## src/hw/rtl/crhp_pkg.sv

```systemverilog
// Shared types and constants for the Content-Range header parser.
// No dependencies; every module of the block imports this package.
package crhp_pkg;

   localparam logic [63:0] ALL_ONES   = 64'hFFFF_FFFF_FFFF_FFFF;
   localparam logic [2:0]  PREFIX_LEN = 3'd6;

   localparam logic [7:0] CHAR_NUL   = 8'h00;
   localparam logic [7:0] CHAR_TAB   = 8'h09;
   localparam logic [7:0] CHAR_CR    = 8'h0D;
   localparam logic [7:0] CHAR_SPACE = 8'h20;
   localparam logic [7:0] CHAR_STAR  = 8'h2A;
   localparam logic [7:0] CHAR_PLUS  = 8'h2B;
   localparam logic [7:0] CHAR_MINUS = 8'h2D;
   localparam logic [7:0] CHAR_SLASH = 8'h2F;
   localparam logic [7:0] CHAR_ZERO  = 8'h30;
   localparam logic [7:0] CHAR_NINE  = 8'h39;

   // one input word
   typedef struct packed {
      logic [7:0] ch;
      logic       end_of_text;
   } crhp_req_type;

   // one result word
   typedef struct packed {
      logic        ok;
      logic [63:0] first_byte;
      logic [63:0] last_byte;
      logic [63:0] total_length;
   } crhp_rsp_type;

   // parsed value handed from front to back; length not yet signed/saturated
   typedef struct packed {
      logic        parse_ok;
      logic [63:0] first_val;
      logic [63:0] last_val;
      logic [63:0] len_raw;
      logic        len_minus;
      logic        len_sat;
   } crhp_fin_type;

   // expected character of the "bytes " prefix
   function automatic logic [7:0] prefix_char(input logic [2:0] idx);
      logic [7:0] c;
      case (idx)
         3'd0:    c = 8'h62; // b
         3'd1:    c = 8'h79; // y
         3'd2:    c = 8'h74; // t
         3'd3:    c = 8'h65; // e
         3'd4:    c = 8'h73; // s
         3'd5:    c = CHAR_SPACE;
         default: c = CHAR_NUL;
      endcase
      return c;
   endfunction

endpackage

```

## src/hw/rtl/crhp_front.sv

```systemverilog
// Front end: character-by-character parse of the Content-Range value.
// Depends on crhp_pkg; pushes one crhp_fin_type word per value.
module crhp_front (
   input  logic                  clock,
   input  logic                  reset,
   input  logic                  req_valid,
   output logic                  req_ready,
   input  crhp_pkg::crhp_req_type req_data,
   output logic                  fin_valid,
   input  logic                  fin_ready,
   output crhp_pkg::crhp_fin_type fin_data
);
   import crhp_pkg::*;

   typedef enum logic [3:0] {
      PH_PREFIX, PH_F1_START, PH_F1_WS, PH_F1_SIGN, PH_F2_WS, PH_F2_SIGN,
      PH_SLASH, PH_F3_START, PH_F3_WS, PH_F3_SIGN, PH_TAIL, PH_STOPPED
   } phase_type;

   typedef enum logic [1:0] {NUM_TAKEN, NUM_ENDED, NUM_NONE} num_res_type;

   phase_type   phase_ff, phase_in;
   logic [2:0]  prefix_pos_ff, prefix_pos_in;
   logic [63:0] acc_ff, acc_in;
   logic        minus_ff, minus_in;
   logic        digit_ff, digit_in;
   logic        sat_ff, sat_in;
   logic [63:0] first_ff, first_in;
   logic [63:0] last_ff, last_in;
   logic        failed_ff, failed_in;

   logic        accept;
   logic [7:0]  c;
   logic        is_digit, is_ws, is_sign, in_sign;
   logic [3:0]  dval;
   logic [67:0] acc_x10;
   logic [63:0] fin_val;
   phase_type   ws_ph, sign_ph;

   num_res_type ns_res;
   phase_type   ns_phase;
   logic [63:0] ns_acc;
   logic        ns_sat, ns_digit, ns_minus;

   logic        f3_group;

   assign accept    = req_valid && req_ready;
   assign req_ready = fin_ready;
   assign fin_valid = accept && req_data.end_of_text;

   assign c        = req_data.ch;
   assign is_digit = (c >= CHAR_ZERO) && (c <= CHAR_NINE);
   assign is_ws    = (c == CHAR_SPACE) || ((c >= CHAR_TAB) && (c <= CHAR_CR));
   assign is_sign  = (c == CHAR_PLUS) || (c == CHAR_MINUS);
   assign dval     = 4'(c - CHAR_ZERO);
   assign in_sign  = (phase_ff == PH_F1_SIGN) || (phase_ff == PH_F2_SIGN) ||
                     (phase_ff == PH_F3_SIGN);

   // acc*10 + d, carry-out above bit 63 means saturation
   assign acc_x10 = {1'b0, acc_ff, 3'b000} + {3'b000, acc_ff, 1'b0} + {64'd0, dval};

   assign fin_val = sat_ff ? ALL_ONES : (minus_ff ? (~acc_ff) + 64'd1 : acc_ff);

   always_comb begin
      case (phase_ff)
         PH_F1_START, PH_F1_WS, PH_F1_SIGN: begin
            ws_ph   = PH_F1_WS;
            sign_ph = PH_F1_SIGN;
         end
         PH_F2_WS, PH_F2_SIGN: begin
            ws_ph   = PH_F2_WS;
            sign_ph = PH_F2_SIGN;
         end
         default: begin
            ws_ph   = PH_F3_WS;
            sign_ph = PH_F3_SIGN;
         end
      endcase
   end

   // strtoul-style step of the current number
   always_comb begin
      ns_res   = NUM_NONE;
      ns_phase = phase_ff;
      ns_acc   = acc_ff;
      ns_sat   = sat_ff;
      ns_digit = digit_ff;
      ns_minus = minus_ff;
      if (is_digit) begin
         ns_res   = NUM_TAKEN;
         ns_digit = 1'b1;
         if (!sat_ff) begin
            if (|acc_x10[67:64]) begin
               ns_sat = 1'b1;
            end else begin
               ns_acc = acc_x10[63:0];
            end
         end
      end else if (digit_ff) begin
         ns_res = NUM_ENDED;
      end else if (!in_sign && is_ws) begin
         ns_res   = NUM_TAKEN;
         ns_phase = ws_ph;
      end else if (!in_sign && is_sign) begin
         ns_res   = NUM_TAKEN;
         ns_minus = (c == CHAR_MINUS);
         ns_phase = sign_ph;
      end
   end

   always_comb begin
      phase_in      = phase_ff;
      prefix_pos_in = prefix_pos_ff;
      acc_in        = acc_ff;
      minus_in      = minus_ff;
      digit_in      = digit_ff;
      sat_in        = sat_ff;
      first_in      = first_ff;
      last_in       = last_ff;
      failed_in     = failed_ff;

      if (!failed_ff) begin
         case (phase_ff)
            PH_PREFIX: begin
               if (c == prefix_char(prefix_pos_ff)) begin
                  prefix_pos_in = prefix_pos_ff + 3'd1;
                  if (prefix_pos_ff == PREFIX_LEN - 3'd1) begin
                     phase_in = PH_F1_START;
                  end
               end else begin
                  failed_in = 1'b1;
               end
            end
            PH_F1_START, PH_F1_WS, PH_F1_SIGN: begin
               if (phase_ff == PH_F1_START && c == CHAR_STAR) begin
                  first_in = 64'd0;
                  last_in  = ALL_ONES;
                  phase_in = PH_SLASH;
               end else if (ns_res == NUM_TAKEN) begin
                  phase_in = ns_phase;
                  acc_in   = ns_acc;
                  sat_in   = ns_sat;
                  digit_in = ns_digit;
                  minus_in = ns_minus;
               end else if (ns_res == NUM_ENDED && c == CHAR_MINUS) begin
                  first_in = fin_val;
                  acc_in   = 64'd0;
                  sat_in   = 1'b0;
                  digit_in = 1'b0;
                  minus_in = 1'b0;
                  phase_in = PH_F2_WS;
               end else begin
                  failed_in = 1'b1;
               end
            end
            PH_F2_WS, PH_F2_SIGN: begin
               if (ns_res == NUM_TAKEN) begin
                  phase_in = ns_phase;
                  acc_in   = ns_acc;
                  sat_in   = ns_sat;
                  digit_in = ns_digit;
                  minus_in = ns_minus;
               end else if (ns_res == NUM_ENDED && c == CHAR_SLASH) begin
                  last_in  = fin_val;
                  acc_in   = 64'd0;
                  sat_in   = 1'b0;
                  digit_in = 1'b0;
                  minus_in = 1'b0;
                  phase_in = PH_F3_START;
               end else begin
                  failed_in = 1'b1;
               end
            end
            PH_SLASH: begin
               if (c == CHAR_SLASH) begin
                  phase_in = PH_F3_START;
               end else begin
                  failed_in = 1'b1;
               end
            end
            PH_F3_START, PH_F3_WS, PH_F3_SIGN: begin
               if (phase_ff == PH_F3_START && c == CHAR_STAR) begin
                  acc_in   = ALL_ONES;
                  phase_in = PH_TAIL;
               end else if (ns_res == NUM_TAKEN) begin
                  phase_in = ns_phase;
                  acc_in   = ns_acc;
                  sat_in   = ns_sat;
                  digit_in = ns_digit;
                  minus_in = ns_minus;
               end else if (ns_res == NUM_ENDED) begin
                  acc_in   = fin_val;
                  sat_in   = 1'b0;
                  digit_in = 1'b0;
                  minus_in = 1'b0;
                  if (c == CHAR_NUL) begin
                     phase_in = PH_STOPPED;
                  end else begin
                     failed_in = 1'b1;
                  end
               end else begin
                  failed_in = 1'b1;
               end
            end
            PH_TAIL: begin
               if (c == CHAR_NUL) begin
                  phase_in = PH_STOPPED;
               end else begin
                  failed_in = 1'b1;
               end
            end
            PH_STOPPED: begin
            end
            default: failed_in = 1'b1;
         endcase
      end
   end

   // value summary taken from the post-step state
   assign f3_group = (phase_in == PH_F3_START) || (phase_in == PH_F3_WS) ||
                     (phase_in == PH_F3_SIGN);

   always_comb begin
      fin_data.parse_ok  = !failed_in && ((f3_group && digit_in) ||
                           phase_in == PH_TAIL || phase_in == PH_STOPPED);
      fin_data.first_val = first_in;
      fin_data.last_val  = last_in;
      fin_data.len_raw   = acc_in;
      fin_data.len_minus = f3_group && minus_in;
      fin_data.len_sat   = f3_group && sat_in;
   end

   always_ff @(posedge clock) begin
      if (reset || fin_valid) begin
         phase_ff      <= PH_PREFIX;
         prefix_pos_ff <= 3'd0;
         acc_ff        <= 64'd0;
         minus_ff      <= 1'b0;
         digit_ff      <= 1'b0;
         sat_ff        <= 1'b0;
         first_ff      <= 64'd0;
         last_ff       <= ALL_ONES;
         failed_ff     <= 1'b0;
      end else if (accept) begin
         phase_ff      <= phase_in;
         prefix_pos_ff <= prefix_pos_in;
         acc_ff        <= acc_in;
         minus_ff      <= minus_in;
         digit_ff      <= digit_in;
         sat_ff        <= sat_in;
         first_ff      <= first_in;
         last_ff       <= last_in;
         failed_ff     <= failed_in;
      end
   end

   a_eot_restarts: assert property (@(posedge clock) disable iff (reset)
      fin_valid |=> phase_ff == PH_PREFIX && !failed_ff && prefix_pos_ff == 3'd0)
      else $error("front did not restart after end of text");

   a_prefix_done: assert property (@(posedge clock) disable iff (reset)
      phase_ff != PH_PREFIX |-> prefix_pos_ff == PREFIX_LEN)
      else $error("left prefix phase before full prefix");

   a_tail_no_digit: assert property (@(posedge clock) disable iff (reset)
      (phase_ff == PH_TAIL || phase_ff == PH_STOPPED) |-> !digit_ff)
      else $error("closed length still holds a digit");

   a_sat_needs_digit: assert property (@(posedge clock) disable iff (reset)
      sat_ff |-> digit_ff)
      else $error("saturation without digits");

endmodule

```

## src/hw/rtl/crhp_queue.sv

```systemverilog
// Short FIFO of parsed values between front and back.
// Depends on crhp_pkg for the word type.
module crhp_queue #(
   parameter int DEPTH = 4
) (
   input  logic                  clock,
   input  logic                  reset,
   input  logic                  push_valid,
   output logic                  push_ready,
   input  crhp_pkg::crhp_fin_type push_data,
   output logic                  pop_valid,
   input  logic                  pop_ready,
   output crhp_pkg::crhp_fin_type pop_data
);
   import crhp_pkg::*;

   localparam int PTR_W = (DEPTH > 1) ? $clog2(DEPTH) : 1;
   localparam int CNT_W = $clog2(DEPTH + 1);
   localparam logic [PTR_W-1:0] LAST_PTR = PTR_W'(DEPTH - 1);
   localparam logic [CNT_W-1:0] FULL_CNT = CNT_W'(DEPTH);

   crhp_fin_type     slot_ff [DEPTH];
   logic [PTR_W-1:0] wr_ptr_ff, wr_ptr_in;
   logic [PTR_W-1:0] rd_ptr_ff, rd_ptr_in;
   logic [CNT_W-1:0] count_ff, count_in;
   logic             push, pop;

   assign push_ready = (count_ff != FULL_CNT);
   assign pop_valid  = (count_ff != '0);
   assign pop_data   = slot_ff[rd_ptr_ff];
   assign push       = push_valid && push_ready;
   assign pop        = pop_valid && pop_ready;

   always_comb begin
      wr_ptr_in = wr_ptr_ff;
      rd_ptr_in = rd_ptr_ff;
      count_in  = count_ff;
      if (push) begin
         wr_ptr_in = (wr_ptr_ff == LAST_PTR) ? '0 : wr_ptr_ff + PTR_W'(1);
      end
      if (pop) begin
         rd_ptr_in = (rd_ptr_ff == LAST_PTR) ? '0 : rd_ptr_ff + PTR_W'(1);
      end
      if (push && !pop) begin
         count_in = count_ff + CNT_W'(1);
      end else if (pop && !push) begin
         count_in = count_ff - CNT_W'(1);
      end
   end

   always_ff @(posedge clock) begin
      if (reset) begin
         wr_ptr_ff <= '0;
         rd_ptr_ff <= '0;
         count_ff  <= '0;
      end else begin
         wr_ptr_ff <= wr_ptr_in;
         rd_ptr_ff <= rd_ptr_in;
         count_ff  <= count_in;
      end
   end

   always_ff @(posedge clock) begin
      if (push) begin
         slot_ff[wr_ptr_ff] <= push_data;
      end
   end

   a_count_bound: assert property (@(posedge clock) disable iff (reset)
      count_ff <= FULL_CNT)
      else $error("queue count overflow");

   a_count_up: assert property (@(posedge clock) disable iff (reset)
      push && !pop |=> count_ff == $past(count_ff) + CNT_W'(1))
      else $error("queue count did not rise on push");

   a_ptr_gap: assert property (@(posedge clock) disable iff (reset)
      count_ff == '0 |-> wr_ptr_ff == rd_ptr_ff)
      else $error("empty queue with pointer gap");

endmodule

```

## src/hw/rtl/crhp_back.sv

```systemverilog
// Back end: finishes the length and runs the range checks.
// Depends on crhp_pkg; two register stages, the second is the result register.
module crhp_back (
   input  logic                  clock,
   input  logic                  reset,
   input  logic                  fin_valid,
   output logic                  fin_ready,
   input  crhp_pkg::crhp_fin_type fin_data,
   output logic                  rsp_valid,
   input  logic                  rsp_ready,
   output crhp_pkg::crhp_rsp_type rsp_data
);
   import crhp_pkg::*;

   logic        a_valid_ff, a_valid_in;
   logic        a_ok_ff;
   logic        a_order_ff;
   logic [63:0] a_first_ff, a_last_ff, a_len_ff, a_span_ff;
   logic [63:0] len_val, span_val;

   logic         rsp_valid_ff, rsp_valid_in;
   crhp_rsp_type rsp_ff;
   logic         check_ok;

   logic out_load, a_adv;

   assign out_load  = !rsp_valid_ff || rsp_ready;
   assign a_adv     = !a_valid_ff || out_load;
   assign fin_ready = a_adv;

   assign len_val  = fin_data.len_sat ? ALL_ONES :
                     (fin_data.len_minus ? (~fin_data.len_raw) + 64'd1 : fin_data.len_raw);
   assign span_val = fin_data.last_val - fin_data.first_val + 64'd1;

   assign a_valid_in   = a_adv ? fin_valid : a_valid_ff;
   assign rsp_valid_in = out_load ? a_valid_ff : rsp_valid_ff;
   assign check_ok     = a_ok_ff && a_order_ff && (a_span_ff <= a_len_ff);

   always_ff @(posedge clock) begin
      if (reset) begin
         a_valid_ff   <= 1'b0;
         rsp_valid_ff <= 1'b0;
      end else begin
         a_valid_ff   <= a_valid_in;
         rsp_valid_ff <= rsp_valid_in;
      end
   end

   always_ff @(posedge clock) begin
      if (a_adv) begin
         a_ok_ff    <= fin_data.parse_ok;
         a_order_ff <= fin_data.last_val >= fin_data.first_val;
         a_first_ff <= fin_data.first_val;
         a_last_ff  <= fin_data.last_val;
         a_len_ff   <= len_val;
         a_span_ff  <= span_val;
      end
      if (out_load) begin
         rsp_ff.ok           <= check_ok;
         rsp_ff.first_byte   <= check_ok ? a_first_ff : 64'd0;
         rsp_ff.last_byte    <= check_ok ? a_last_ff : 64'd0;
         rsp_ff.total_length <= check_ok ? a_len_ff : 64'd0;
      end
   end

   assign rsp_valid = rsp_valid_ff;
   assign rsp_data  = rsp_ff;

   a_reject_zero: assert property (@(posedge clock) disable iff (reset)
      rsp_valid && !rsp_data.ok |-> rsp_data.first_byte == 64'd0 &&
      rsp_data.last_byte == 64'd0 && rsp_data.total_length == 64'd0)
      else $error("rejected value carries data");

   a_ok_ordered: assert property (@(posedge clock) disable iff (reset)
      rsp_valid && rsp_data.ok |-> rsp_data.last_byte >= rsp_data.first_byte)
      else $error("accepted value out of order");

   a_stage_holds: assert property (@(posedge clock) disable iff (reset)
      a_valid_ff && !out_load |=> a_valid_ff)
      else $error("stalled stage dropped its word");

endmodule

```

## src/hw/rtl/content_range_header_parser_core.sv

```systemverilog
// Top level of the Content-Range header parser.
// Depends on crhp_pkg, crhp_front, crhp_queue and crhp_back.
//
// Takes a Content-Range value ("bytes first-last/length", star forms allowed)
// one character per word and, on the word marked end_of_text, returns one
// result word: ok plus first_byte, last_byte and total_length. Numbers follow
// base-10 strtoul rules on 64 bits (leading whitespace, optional sign, minus
// negates, overflow saturates to all ones); a NUL right after the length ends
// the text and the rest up to the end mark is ignored. A rejected value gives
// ok low and all three values zero. Throughput is one character per cycle
// while the queue has room; the front's step (a compare plus multiply-by-ten
// accumulate) is combinational. The parsed value then waits in a
// QUEUE_DEPTH-word queue; the back end finishes the length and runs the range
// checks in two register stages, the last of which is the result register
// that drives rsp_data. A stalled result side stops only the back end; the
// front keeps taking characters until the queue fills.
module content_range_header_parser_core #(
   parameter int QUEUE_DEPTH = 4
) (
   input  logic                  clock,
   input  logic                  reset,
   input  logic                  req_valid,
   output logic                  req_ready,
   input  crhp_pkg::crhp_req_type req_data,
   output logic                  rsp_valid,
   input  logic                  rsp_ready,
   output crhp_pkg::crhp_rsp_type rsp_data
);
   import crhp_pkg::*;

   // front to queue
   logic         push_valid, push_ready;
   crhp_fin_type push_data;
   // queue to back
   logic         pop_valid, pop_ready;
   crhp_fin_type pop_data;

   crhp_front u_front (
      .clock     (clock),
      .reset     (reset),
      .req_valid (req_valid),
      .req_ready (req_ready),
      .req_data  (req_data),
      .fin_valid (push_valid),
      .fin_ready (push_ready),
      .fin_data  (push_data)
   );

   crhp_queue #(
      .DEPTH (QUEUE_DEPTH)
   ) u_queue (
      .clock      (clock),
      .reset      (reset),
      .push_valid (push_valid),
      .push_ready (push_ready),
      .push_data  (push_data),
      .pop_valid  (pop_valid),
      .pop_ready  (pop_ready),
      .pop_data   (pop_data)
   );

   crhp_back u_back (
      .clock     (clock),
      .reset     (reset),
      .fin_valid (pop_valid),
      .fin_ready (pop_ready),
      .fin_data  (pop_data),
      .rsp_valid (rsp_valid),
      .rsp_ready (rsp_ready),
      .rsp_data  (rsp_data)
   );

endmodule

```

## config.mk

```make
export PLATFORM = sky130hd
export DESIGN_NAME = content_range_header_parser_core
export DESIGN_NICKNAME = d
export VERILOG_FILES = /design/src/hw/rtl/crhp_pkg.sv /design/src/hw/rtl/crhp_front.sv /design/src/hw/rtl/crhp_queue.sv /design/src/hw/rtl/crhp_back.sv /design/src/hw/rtl/content_range_header_parser_core.sv
export SDC_FILE = /design/constraint.sdc
export NUM_CORES = 2
export LEC_CHECK = 0
export CAP_MARGIN = 20
export CORE_MARGIN = 2
export CORE_UTILIZATION = 41
export CTS_CLUSTER_DIAMETER = 80
export CTS_CLUSTER_SIZE = 40
export DETAILED_ROUTE_END_ITERATION = 7
export DONT_BUFFER_PORTS = 1
export GPL_TIMING_DRIVEN = 0
export PLACE_DENSITY = 0.63
export SLEW_MARGIN = 5
export SYNTH_ARGS = -nofsm -noshare
export SYNTH_HDL_FRONTEND = slang
export SYNTH_SLANG_ARGS = --single-unit
```

## constraint.sdc

```tcl
create_clock -name clock -period 8.5 [get_ports clock]
set_input_delay 2.55 -clock clock [delete_from_list [all_inputs] [get_ports clock]]
set_output_delay 2.55 -clock clock [all_outputs]
set_load 0.02 [all_outputs]
```

### Yosys cells after proc, flatten, opt, wreduce, memory -nomap -nowiden

Memory sizes are Yosys's and may differ from the RTL's. A register that Yosys moved wholly into a read port is not among the register bits.
Index checks and enable logic that the tools add are counted.
W data, S select, Z words.

| storage, ports and cells | value |
|---|---|
| flip-flop bits (word level) | 663 |
| RAM bits | 780 |
| input port bits | 13 |
| output and inout port bits | 195 |
| memories kept | 1 |

| operators by class | value |
|---|---|
| add/subtract/negate cells | 12 |
| order comparisons | 6 |
| equal/unequal tests | 31 |
| multiplexer cells | 112 |
| bitwise operators | 3 |
| reduce and logical (&&, ||, !) cells | 48 |

Memory list:

| name | depth | width | rd ports | clocked after Yosys merged registers in | write ports | line | RTL |
|---|---|---|---|---|---|---|---|
| u_queue.slot_ff | 4 | 195 | 1 | 1 | 1 | crhp_queue.sv:22 | `crhp_fin_type slot_ff [DEPTH];` |

Operator list:

| cell | number |
|---|---|
| $mux W64 | 24 |
| $add A64 B1 Y64 const B | 3 |
| $pmux W64 S3 | 1 |
| $not A64 Y64 | 2 |
| $pmux W64 S2 | 1 |
| $add A67 B65 Y68 | 1 |
| $add A68 B4 Y68 | 1 |
| $mux W4 | 17 |
| $ge A64 B64 Y1 | 1 |
| $le A64 B64 Y1 | 1 |
| $sub A64 B64 Y64 | 1 |
| $mux W1 | 49 |
| $pmux W7 S6 | 1 |
| $eq A8 B6 Y1 const B | 5 |
| $eq A4 B4 Y1 const B | 8 |
| $pmux W4 S6 | 1 |
| $eq A4 B3 Y1 const B | 5 |
| $logic_and A1 B1 Y1 | 20 |
| $mux W2 | 8 |
| $mux W8 | 2 |
| $pmux W4 S2 | 2 |
| $logic_or A1 B1 Y1 | 11 |
| $pmux W1 S3 | 3 |
| $eq A4 B2 Y1 const B | 2 |
| 30 further kinds | 42 |

### Depth between registers and ports, before layout

| depth | value |
|---|---|
| depth after elaboration | 23 |
| depth in mapped cells | 28 |
| depth with buffers taken out | 19 |

### Modules after synthesis

Synthesis repeated with hierarchy kept, for this count alone.

| second synthesis, totals | value |
|---|---|
| cell total of the unflattened synthesis | 5885 |
| area, all modules | 72029.1 sq um |

By module, submodules not included:

| module | instances | cells an instance | area an instance (sq um) |
|---|---|---|---|
| crhp_queue | 1 | 1067 | 28625.0 |
| crhp_back | 1 | 1967 | 24126.9 |
| crhp_front | 1 | 2851 | 19277.2 |

### Least setup slack after synthesis

Ideal clock, no wire load.

| timing | value |
|---|---|
| kind | input-to-reg |
| start | input port rsp_ready |
| end | register u_back.a_first_ff[0] (enable) |
| library setup time | 1.983 ns |
| arrival time | 6.975 ns |
| required time | 6.517 ns |
| path slack | -0.458 ns |
| stages on the path | 2 |
| path buffers | 0 |
| cells stage by stage | nor2b_1 -> nand2_1 |

| on the way | value |
|---|---|
| word-level cells in the longest chain between the ends | 2 |

RTL lines:

| item | line | RTL |
|---|---|---|
| start, declared | content_range_header_parser_core.sv:26 | `input logic rsp_ready,` |
| $logic_or A1 B1 Y1 | crhp_back.sv:27 | `assign out_load = !rsp_valid_ff \|\| rsp_ready;` |
| $logic_or A1 B1 Y1 | crhp_back.sv:28 | `assign a_adv = !a_valid_ff \|\| out_load;` |
| end signal, assigned | crhp_back.sv:53 | `a_first_ff <= fin_data.first_val;` |
| end, declared | crhp_back.sv:18 | `logic [63:0] a_first_ff, a_last_ff, a_len_ff, a_span_ff;` |

Every way passes these cells.
A chain may end at the register's enable or synchronous reset.

==> results.py <==
metrics = {
    "finish": {
        "syn2layout_area_growth_pct": 8.35,
        "final_util_pct": 44.8,
        "fin_cells": 8192,
        "drive_gt1_share_pct": 7.64,
        "fin_nets": 6209,
    },
    "floorplan": {
        "initial_core_util_pct": 41.4,
        "die_y_um": 420,
        "die_width_um": 420,
        "ios": 208,
        "rows": 152,
        "core_mm2": 0.172,
        "die-area_mm2": 0.177,
    },
    "global_route": {
        "grt_pass1_wl_um": 341000,
        "overflow": 0,
        "grt_pass1_vias": 45822,
        "grt_use_total_pct": 27.1,
        "grt_max_degree": 128,
        "antenna_found_initial": 9,
    },
    "place": {
        "hpwlAfterDp_um": 190000,
        "port-buffer-count": 0,
        "pre_cts_slack_ps": -2210,
        "globalplace.congestion": 1.02,
        "dp.cells": 8080,
    },
    "worst_setup_path": {
        "r2r_setup_slack_ps": 260,
        "critical_path_class": "reg -> reg",
        "cp.arrival_ps": 8770,
        "reg2reg_to": "u_back.a_span_ff[63]$_DFFE_PN_",
        "start_kind": "flip-flop",
        "end_kind": "flip-flop",
        "r2r_cells": 24,
        "crit_required_ps": 9030,
        "cp_max_fo": 19,
    },
    "power_and_ir_drop": {
        "peakVddDrop_v": 0.000204,
        "internal_power_uw": 14500,
        "pwr_density_cell_mw_per_mm2": 322,
        "power.switching_uw": 10300,
        "switching_share_pct": 41.5,
        "seq_power_share_pct": 41.6,
        "p_total_uw": 24800,
        "p_leak_uw": 0.0277,
        "p_comb_share_pct": 42.6,
        "clockPowerShare_pct": 15.8,
    },
    "clock_network": {
        "cts_buffers": 56,
        "path_clk_slew_ps": 120,
        "htreeDepth": 2,
        "worstSkewPairLatency_ps": 780,
        "clock_path_buffers": 3,
        "clock-sinks": 1445,
        "tritoncts": "yes",
        "root_buffer": "clkbuf_16",
        "cts_hold_buf": 0,
    },
    "logic_synthesis": {
        "synth_edf_count": 1231,
        "yosys.area.top_type": "edfxtp_1",
        "synth-seq-area-share_pct": 58.0,
        "synth.distinct_cells": 96,
        "synth_nets": 6120,
        "syn_area_mm2": 0.0711,
        "synth_top_area_share_pct": 52.0,
        "syn_avg_cell_area_um2": 12.4,
        "synth_cells": 5741,
        "ys_async_sr_fraction_pct": 0,
        "yosys-top-cells-area": "edfxtp_1 52%, mux4_2 6.1%, dfxtp_1 6.0%, ha_1 5.8%, nand2_1 3.3%",
        "synthMostInstantiatedCell": "edfxtp_1",
        "synth-seq-cells": 1445,
        "synth_flop_cell": "edfxtp_1",
        "yosysWarnings": 0,
        "ys_top_cells_by_count": "1231 x edfxtp_1, 628 x nand2_1, 361 x a21oi_1",
    },
    "drt": {
        "routed_wl_um": 242000,
        "wl_per_cell_um": 29.6,
        "vias_per_cell": 5.95,
        "final_antenna_net_count": 0,
        "first_iter_violations": 5953,
        "vias": 48703,
        "first_pass_iters": 6,
        "drc": 0,
    },
    "min_path": {
        "min_to": "u_front.first_ff[34]$_SDFFE_PP0P_",
        "hold_start": "u_front.first_ff[34]$_SDFFE_PP0P_",
        "min_path_type": "reg -> reg",
        "whs_path_depth": 2,
    },
    "timing": {
        "relSlewSlack_pct": 12.5,
        "layout_min_cycle_time_ps": 8240,
        "worst_slack_ps": 262,
        "clock_skew_ps": 69.4,
        "worst_slew_pin_slew_ps": 1310,
        "rsz0062_at_grt": "false",
        "slew_viol_final": 0,
        "fin_tns_setup_ps": 0,
        "period_share_pct": 96.9,
        "finalSetupViolCount": 0,
        "hold_violations": 0,
        "clock.fmax_mhz": 121,
    },
    "run_status": {
        "status": "complete, no violations",
    },
    "job": {
        "max-cap-violations": 0,
    },
}
state kept, by name, summed over array words and instances, names as in the netlist, 2 cells and up, named ones only:
name,cells
u_back.a_span_ff,64
u_front.phase_ff,4
u_queue.slot_ff,780
u_front.first_ff,64
u_back.a_last_ff,64
u_queue.wr_ptr_ff,2
u_queue.rd_ptr_ff,2
u_front.acc_ff,64
u_queue.count_ff,3
u_front.last_ff,64
u_back.a_len_ff,64
u_back.a_first_ff,64
u_front.prefix_pos_ff,3
u_back.rsp_data,193
cells by family after synthesis:
logic type,after synthesis,synth area share [%]
AOI/OAI and AO/OA,1205,10.9
muxes,253,6.97
xor gates and xnor gates,223,2.75
DFF,1445,58.0
buffers and inverters,594,3.25
adders and majority gates,366,6.81
and+or+nand+nor,1655,11.3
worst max path at each step:
| stage | from | endpoint | cells after the start |
|---|---|---|---|
| after floorplan | req_data[4] | u_queue.slot_ff[0][7]$_DFFE_PP_ | 18 |
| after global placement | flip-flop | u_back.a_span_ff[62]$_DFFE_PN_ | 24 |
| after detailed placement | flip-flop | u_back.a_span_ff[62]$_DFFE_PN_ | 23 |
| after CTS | flip-flop | u_back.a_span_ff[63]$_DFFE_PN_ | 25 |
| after global routing | req_data[4] | u_queue.slot_ff[0][15]$_DFFE_PP_ | 18 |
| final | flip-flop | u_back.a_span_ff[63]$_DFFE_PN_ | 24 |
worst max-delay path: stages (launching register included):
cell and delay (ps):
dfxtp_1 320, buf_2 250, buf_2 340, clkbuf_4 330, clkbuf_4 290, buf_4 340, buf_4 350, clkbuf_4 380
clkbuf_2 360, mux4_2 400, inv_1 190, ha_1 220, inv_1 60, fa_1 610, nand4bb_1 240, o221ai_1 150
a221oi_1 410, o21ai_0 200, a221oi_1 410, o21ai_2 220, a211oi_4 430, o21bai_1 280, a221o_1 410, o41a_1 400
o311ai_1 380
area by class of cell:
cell class	count	area, um2
diodes	6	15.0
plain buffers	318	1320
clock buffers	71	1530
clock inverters	33	676
fillers	15637	94900
inverters	274	1040
multi-input cells	3702	27700
flip-flops and latches	1445	41200
well taps	2310	2890
repair buffers	33	637
power by group through the flow:
| stage | Combinational, uW | Sequential, uW | Clock (uW) |
|---|---|---|---|
| 2_1_floorplan | 6690 | 10200 | 0 |
| 3_3_place_gp | 10300 | 10600 | 0 |
| 3_5_place_dp | 10400 | 10500 | 0 |
| 4_1_cts | 10500 | 10300 | 3980 |
| 5_1_grt | 11400 | 10400 | 4220 |
| 6_report | 10600 | 10300 | 3920 |
repair_timing:
action,4_1_cts,5_1_grt
endpoints found under the setup margin,44,120
pin swaps,0,0
resized for setup,27,27
setup buffers,0,0
cells in the final DEF (no fill, tap or decap), types with 22 or more instances in the layout:
| master | synthesis | routed |
|---|---|---|
| dfxtp_1 | 214 | 214 |
| buf_2 | 27 | 22 |
| clkbuf_16 | 0 | 59 |
| nor4_1 | 23 | 23 |
| inv_1 | 274 | 273 |
| buf_1 | 25 | 23 |
| a22o_1 | 58 | 58 |
| clkbuf_1 | 261 | 263 |
| edfxtp_1 | 1231 | 1231 |
| nand3_1 | 119 | 118 |
| o21bai_1 | 37 | 37 |
| or3_1 | 30 | 30 |
| xnor2_1 | 111 | 111 |
| mux2i_1 | 55 | 55 |
| and2_1 | 203 | 203 |
| a221oi_1 | 35 | 35 |
| a21oi_1 | 361 | 358 |
| nor2b_1 | 28 | 28 |
| fa_1 | 35 | 35 |
| o22ai_1 | 25 | 25 |
| o211ai_1 | 30 | 30 |
| nor3_1 | 61 | 58 |
| a211oi_1 | 29 | 28 |
| xor2_1 | 112 | 112 |
| ha_1 | 331 | 331 |
| o31ai_1 | 43 | 43 |
| a21o_1 | 84 | 84 |
| nor2_1 | 293 | 291 |
| mux4_2 | 193 | 193 |
| nand2_1 | 628 | 627 |
| nand2b_1 | 88 | 88 |
| o21ai_0 | 262 | 258 |
| nand4_1 | 54 | 54 |
| o21a_1 | 37 | 37 |
| a31oi_1 | 30 | 29 |
| and3_1 | 30 | 26 |
routing by layer:
metal  part of all wire [%]  wire (um)  track usage, %
met1                     42     101000            37.3
met2                     45     110000            42.3
met3                    7.4      17800            3.65
met4                    5.5      13400            12.7
met5                 0.0083         20               0
stage by stage:
| stage | cell area (um2) | hold slack (ps) |
|---|---|---|
| 2_1_floorplan | 71100 | 430 |
| 3_3_place_gp | 74000 | 439 |
| 3_5_place_dp | 74700 | 447 |
| 4_1_cts | 76900 | 464 |
| 5_1_grt | 77000 | 485 |
| 6_report | 77000 | 465 |
No activity file was read; power rests on OpenSTA's default activity.
